==> src/rtl/trilinear_volume_interpolator_defines.svh <==
// assertion macros shared by the interpolator rtl
`ifndef TRILINEAR_VOLUME_INTERPOLATOR_DEFINES_SVH
`define TRILINEAR_VOLUME_INTERPOLATOR_DEFINES_SVH
`ifndef SYNTHESIS
// checked property, idle while reset is asserted
`define TVI_ASSERT(label, prop, msg) \
	label: assert property (@(posedge clk) disable iff (!arst_n) prop) else $error(msg);
// checked property, also sampled through reset
`define TVI_ASSERT_ALWAYS(label, prop, msg) \
	label: assert property (@(posedge clk) prop) else $error(msg);
`else
`define TVI_ASSERT(label, prop, msg)
`define TVI_ASSERT_ALWAYS(label, prop, msg)
`endif
`endif

==> src/rtl/tvi_pkg.sv <==
// package: types, constants and register indexes of the volume interpolator
`timescale 1ns / 1ps
package tvi_pkg;
	localparam int DIM_ROWS_DEF   = 32;
	localparam int DIM_COLS_DEF   = 32;
	localparam int DIM_SLICES_DEF = 32;
	localparam int STORE_AW       = 15;
	localparam int SAMPLE_W       = 16;
	localparam int IDX_W          = 10;
	localparam int FRAC_W         = 16;
	localparam int WGT_W          = 17;
	localparam int CFG_W          = 32;
	localparam int OUT_W          = 24;
	localparam logic [WGT_W-1:0] ONE_Q16 = 17'h10000;

	typedef enum logic [2:0] {
		REG_SCALE_X  = 3'd0,
		REG_OFFSET_X = 3'd1,
		REG_SCALE_Y  = 3'd2,
		REG_OFFSET_Y = 3'd3,
		REG_SCALE_Z  = 3'd4,
		REG_OFFSET_Z = 3'd5
	} reg_idx_t;

	localparam logic signed [CFG_W-1:0] SCALE_RST  = 32'sh0001_0000;
	localparam logic signed [CFG_W-1:0] OFFSET_RST = 32'sh0000_0000;

	// clamped neighbour indices and fraction of one axis
	typedef struct packed {
		logic [IDX_W-1:0]  i0;
		logic [IDX_W-1:0]  i1;
		logic [FRAC_W-1:0] frac;
	} axis_t;
endpackage

==> src/rtl/tvi_axis_map.sv <==
// one axis: scale*coord+offset, floor, fraction and edge clamp, two stages
`timescale 1ns / 1ps
module tvi_axis_map #(
	parameter int DIM = tvi_pkg::DIM_ROWS_DEF
) (
	input  logic                              clk,
	input  logic                              en,
	input  logic signed [tvi_pkg::CFG_W-1:0]  coord,
	input  logic signed [tvi_pkg::CFG_W-1:0]  scale,
	input  logic signed [tvi_pkg::CFG_W-1:0]  offset,
	output tvi_pkg::axis_t                    axis
);
	localparam logic signed [32:0] DIM_MAX = 33'(DIM - 1);

	logic signed [63:0] prod_s1;
	logic signed [63:0] pos;
	logic signed [32:0] g0;
	logic signed [32:0] g1;
	tvi_pkg::axis_t     axis_s2;

	function automatic logic [tvi_pkg::IDX_W-1:0] clamp(input logic signed [32:0] v);
		logic [tvi_pkg::IDX_W-1:0] r;
		if (v < 0) r = '0;
		else if (v > DIM_MAX) r = tvi_pkg::IDX_W'(DIM_MAX);
		else r = v[tvi_pkg::IDX_W-1:0];
		return r;
	endfunction

	always_ff @(posedge clk) begin
		if (en) prod_s1 <= 64'(coord) * 64'(scale);
	end

	always_comb begin
		pos = prod_s1 + {{16{offset[31]}}, offset, 16'h0000};
		g1  = {pos[63], pos[63:32]};
		g0  = g1 - 33'sd1;
	end

	always_ff @(posedge clk) begin
		if (en) begin
			axis_s2.i0   <= clamp(g0);
			axis_s2.i1   <= clamp(g1);
			axis_s2.frac <= pos[31:16];
		end
	end

	assign axis = axis_s2;
endmodule

==> config.mk <==
export PLATFORM = sky130hd
export DESIGN_NAME = tvi_axis_map
export DESIGN_NICKNAME = d
export VERILOG_FILES = /design/src/rtl/trilinear_volume_interpolator_defines.svh /design/src/rtl/tvi_pkg.sv /design/src/rtl/tvi_axis_map.sv
export SDC_FILE = /design/constraint.sdc
export NUM_CORES = 2
export LEC_CHECK = 0
export ABC_AREA = 1
export BUFFER_PORTS_ARGS = -buffer_cell sky130_fd_sc_hd__buf_2
export CAP_MARGIN = 20
export CORE_ASPECT_RATIO = 1.2
export CORE_MARGIN = 2
export CORE_UTILIZATION = 59
export DETAILED_ROUTE_END_ITERATION = 10
export GPL_ROUTABILITY_DRIVEN = 0
export PLACE_DENSITY = 0.86
export SYNTH_ARGS = -nofsm -noshare
export SYNTH_HDL_FRONTEND = slang
export SYNTH_SLANG_ARGS = --single-unit
==> constraint.sdc <==
create_clock -name clk -period 9.7 [get_ports clk]
set_clock_uncertainty 0.1 [all_clocks]
set_input_delay 2.425 -clock clk [delete_from_list [all_inputs] [get_ports clk]]
set_output_delay 2.425 -clock clk [all_outputs]
set_load 0.005 [all_outputs]
== Word-level counts from Yosys, hierarchy flattened ==
Cells that the tools add are included.

* Output and inout bits: 36
* Logic and storage cells: 17
* Bits in registers: 100
* Input port bits: 98

* Muxes and demuxes: 2
* Reductions and logical operators: 2
* Multipliers: 1
* $lt $le $gt $ge: 4
* Add/subtract/negate cells: 2

{| class="wikitable"
|+ Operators by type and width
! operator !! count
|-
| 64-bit adder || 1
|-
| 32-bit by 32-bit multiplier with 64-bit output || 1
|-
| 33-bit by 6-bit greater-than comparator with 1-bit output, second input constant || 1
|-
| 33-bit by 1-bit less-than comparator with 1-bit output, second input constant || 1
|-
| 32-bit by 2-bit subtractor with 33-bit output, second input constant || 1
|-
| 32-bit by 6-bit greater-than comparator with 1-bit output, second input constant || 1
|-
| 32-bit by 1-bit less-than comparator with 1-bit output, second input constant || 1
|-
| 5-bit two-way mux || 2
|-
| 2-bit OR reduction || 2
|}

== Logic depth before layout (Yosys ltp) ==
* Word-level depth: 4
* Gate-level depth with buffers: 29
* Mapped depth without buffers: 28

== Least setup slack after synthesis ==
Ideal clock, no wire load.

* Path type: in2reg
* Start point: input coord[31] in the netlist's numbering
* End point: register prod_s1[56] (data pin)
* Buffers on the path: 1
* Data arrival time: 9.107 ns
* Setup slack: 0.241 ns
* Setup time: 0.252 ns
* Stages: 27
* Cell sequence: clkbuf_1 > nand2_1 > inv_1 > fa_1 > inv_1 > fa_1 > inv_1 > fa_1 > fa_1 > inv_1 > fa_1 > inv_1 > fa_1 > inv_1 > fa_1 > fa_1 > inv_1 > ha_1 > nand2_1 > nor2_1 > inv_1 > nor3_1 > inv_1 > nor4_1 > nand2_1 > nand3_1 > nand2_1

* Cells in the longest elaborated chain, start to end: 1

{| class="wikitable"
|+ Ends and longest elaborated chain
! element !! line !! source
|-
| start, declared || tvi_axis_map.sv:8 || <nowiki>input logic signed [tvi_pkg::CFG_W-1:0] coord,</nowiki>
|-
| 32-bit by 32-bit multiplier with 64-bit output || tvi_axis_map.sv:30 || <nowiki>if (en) prod_s1 <= 64'(coord) * 64'(scale);</nowiki>
|-
| end signal, assigned || tvi_axis_map.sv:30 ||
|-
| end, declared || tvi_axis_map.sv:15 || <nowiki>logic signed [63:0] prod_s1;</nowiki>
|}

Every way passes these cells.
A chain may end at the register's enable or synchronous reset.

== Worst setup path after layout ==
* Start point: input scale[17] in the netlist's numbering
* End point: register prod_s1[63] (data pin)

* Cells in the longest elaborated chain, start to end: 1

{| class="wikitable"
|+ Ends and longest elaborated chain
! element !! line !! source
|-
| start, declared || tvi_axis_map.sv:9 || <nowiki>input logic signed [tvi_pkg::CFG_W-1:0] scale,</nowiki>
|-
| 32-bit by 32-bit multiplier with 64-bit output || tvi_axis_map.sv:30 ||
|}

Every way passes these cells.

==> results.cfg <==
[yosys]
yosys.area.top_type = fa_1
syn_area_um2 = 44900
ys_seq_area_share_pct = 5.62
synth_edf_count = 84
avgSynthCellArea_um2 = 7.82
async_reset_ff_share_pct = 0
yosysWarnings = 0
yosys.area.top_type_share_pct = 48.2
synthesis.instances = 5746
synth_most_common_cell = inv_1
synth_area_leaders = fa_1 (48%), inv_1 (15%), nand2_1 (13%)
ys_top_cells_by_count = inv_1 (1,768), nand2_1 (1,546), fa_1 (1,082)
synth_ff_type = edfxtp_1
ys_types = 44
ys_ff_latch = 84

[setup_path]
cp_num_cells = 23
worst_setup_path_end_kind = flop
crit_family = adder cells
path_class = primary input to flop
cp_num_buf_inv = 7
crit_path_frequent_cell = fa_1
critPathLaunchType = primary input
slowest_delay_ns = 0.62
cp_cell_sequence = buf_2 > nand2_1 > fa_1 > inv_1 > fa_1 > inv_1 > fa_1 > inv_1 > fa_1 > inv_1 > fa_1 > fa_1 > fa_1 > fa_1 > inv_1 > ha_1 > inv_1 > nor3_1 > nand2_1 > nor2_1 > nand3_1 > o21ai_0 > xor2_1
slowest_stage = fa_1
reg2regPathDepth = 26
cp-startpoint = scale[17]
cp.arrival_ns = 9.39
cp_data_required_time_ns = 9.69
worstPathMaxFanout = 15
r2r-start = prod_s1[16]$_DFFE_PP_

[grt]
grt_use_met2_pct = 56.3
grt_pass1_wl_mm = 207
grt_antenna_before_repair = 2
grt_pass1_vias = 41600
grt_max_degree = 76
grt_overflow_total = 0
track_usage_pct = 33.4
busiest_layer = met2
grtUsageMet1_pct = 38.3
use_met3_pct = 6.42

[sta]
slew_violations = 0
fin_crit_sh_pct = 96.9
finalCriticalPeriod_ns = 9.40
setup_viol = 0
fmaxAchievable_mhz = 106
timing.final.ws_setup_ns = 0.304
relSlewSlack_pct = 35.5
worst_pin_slew_ns = 0.967
hold_viol = 0
rsz0062_at_grt = false

[cells_and_area]
areaGrowthSynthToFinish_pct = 6.62
drive_above_1_share_pct = 7.09
final_core_util_pct = 63.7
nNetsFinal = 7289

[place]
post-place-ws_ns = -0.241
dp_hpwl_mm = 109
place.port_buffers = 133

[detailed_routing]
routed_wl_mm = 125
first_pass_iters = 9
drt_iter0_drc = 3348
ant_nets = 0
drc = 0
wire_per_inst_um = 18.1
vias_per_cell = 5.47
vias = 37700

[hold_path]
hp-class = flop to flop
hold_path_depth = 1
min_from = prod_s1[16]$_DFFE_PP_

[clock_tree]
tritoncts = done
postCtsSetupRepairBufs = 0
cts_sinks = 84
clock_latency_ns = 0.36
cts_buffer_depth = 2
cts_buffers = 9
holdBufCountCts = 0
ctsResizeCount = 0
htree_levels = 3
cts_root_buf = clkbuf_16
path_clk_slew_ns = 0.07

[floorplan]
dieArea_um2 = 78300
rows = 110
start_util_pct = 59.8
die_w_um = 256
die_h_um = 306
core_um2 = 75100
io_pins = 134

[run_status]
run_status = completed

[job]
max-cap-violations = 0
[stage by stage]
stage	cell area (um^2)	hold WS [ns]	cells	setup TNS (ns)
2_1_floorplan	44900	0.413	5755	0
3_5_place_dp	47600	0.491	6876	-0.500
6_report	47900	0.522	6894	0
3_3_place_gp	47600	0.477	6876	-0.0164
5_1_grt	47900	0.546	6893	0
4_1_cts	47800	0.517	6892	0
[worst paths after layout]
check	endpoint	slack, ns
worst max-delay path	prod_s1[63]$_DFFE_PP_	0.30
worst min register to register	axis[0]$_DFFE_PP_	0.52
worst min-delay path	axis[0]$_DFFE_PP_	0.52
worst max register to register	axis[30]$_SDFFCE_PN0P_	5.35
[logic make-up (layout without fill, tap and decap cells)]
logic type	Yosys count	in the layout	synth area share, %
xor+xnor	82	82	1.60
other cells	1	12	0.00835
compound gates	279	279	3.45
simple gates	2020	2020	18.2
buf+inv	1968	2097	16.4
flops	84	84	5.62
fa+ha+maj	1312	1312	54.6
[sequential cells by signal, indices dropped and copies added (netlist names)]
| register | flops |
|---|---|
| prod_s1 | 48 |
| axis | 36 |
[cell usage in the layout, fill, tap and decap left out, types with 15 or more instances in the layout]
cell type,netlist,routed
fa_1,1082,1082
clkbuf_4,0,16
nor2_1,222,222
a31oi_1,15,15
buf_4,0,164
xnor2_1,28,28
nand3_1,99,99
xor2_1,54,54
o21ai_0,79,78
inv_1,1768,1768
edfxtp_1,84,84
nand4_1,39,39
nor2_2,27,27
nor3_1,21,21
nand2_2,29,29
a21oi_1,137,137
buf_2,0,116
nand2_1,1546,1546
ha_1,230,230
[layout make-up]
type / instances / area (um^2)
repair buffers: 305 / 2110
diodes: 2 / 5.00
clock inverters: 7 / 48.8
fillers: 5881 / 27300
clock buffers: 9 / 225
flip-flops and latches: 84 / 2520
well taps: 1008 / 1260
multi-input cells: 3703 / 35000
inverters: 1776 / 6670
[metal layers]
layer / vias up / wire, um / part of all wire (%)
li1: 16500 / - / -
met4: 2 / 11200 / 9.0
met2: 2342 / 59600 / 48
met1: 18200 / 41600 / 33
met3: 755 / 12400 / 9.9
met5: - / 13 / 0.010
Power is left out: the tool's default activity adds up to more than one toggle a clock period on the data nets, which glitch-free logic cannot reach.
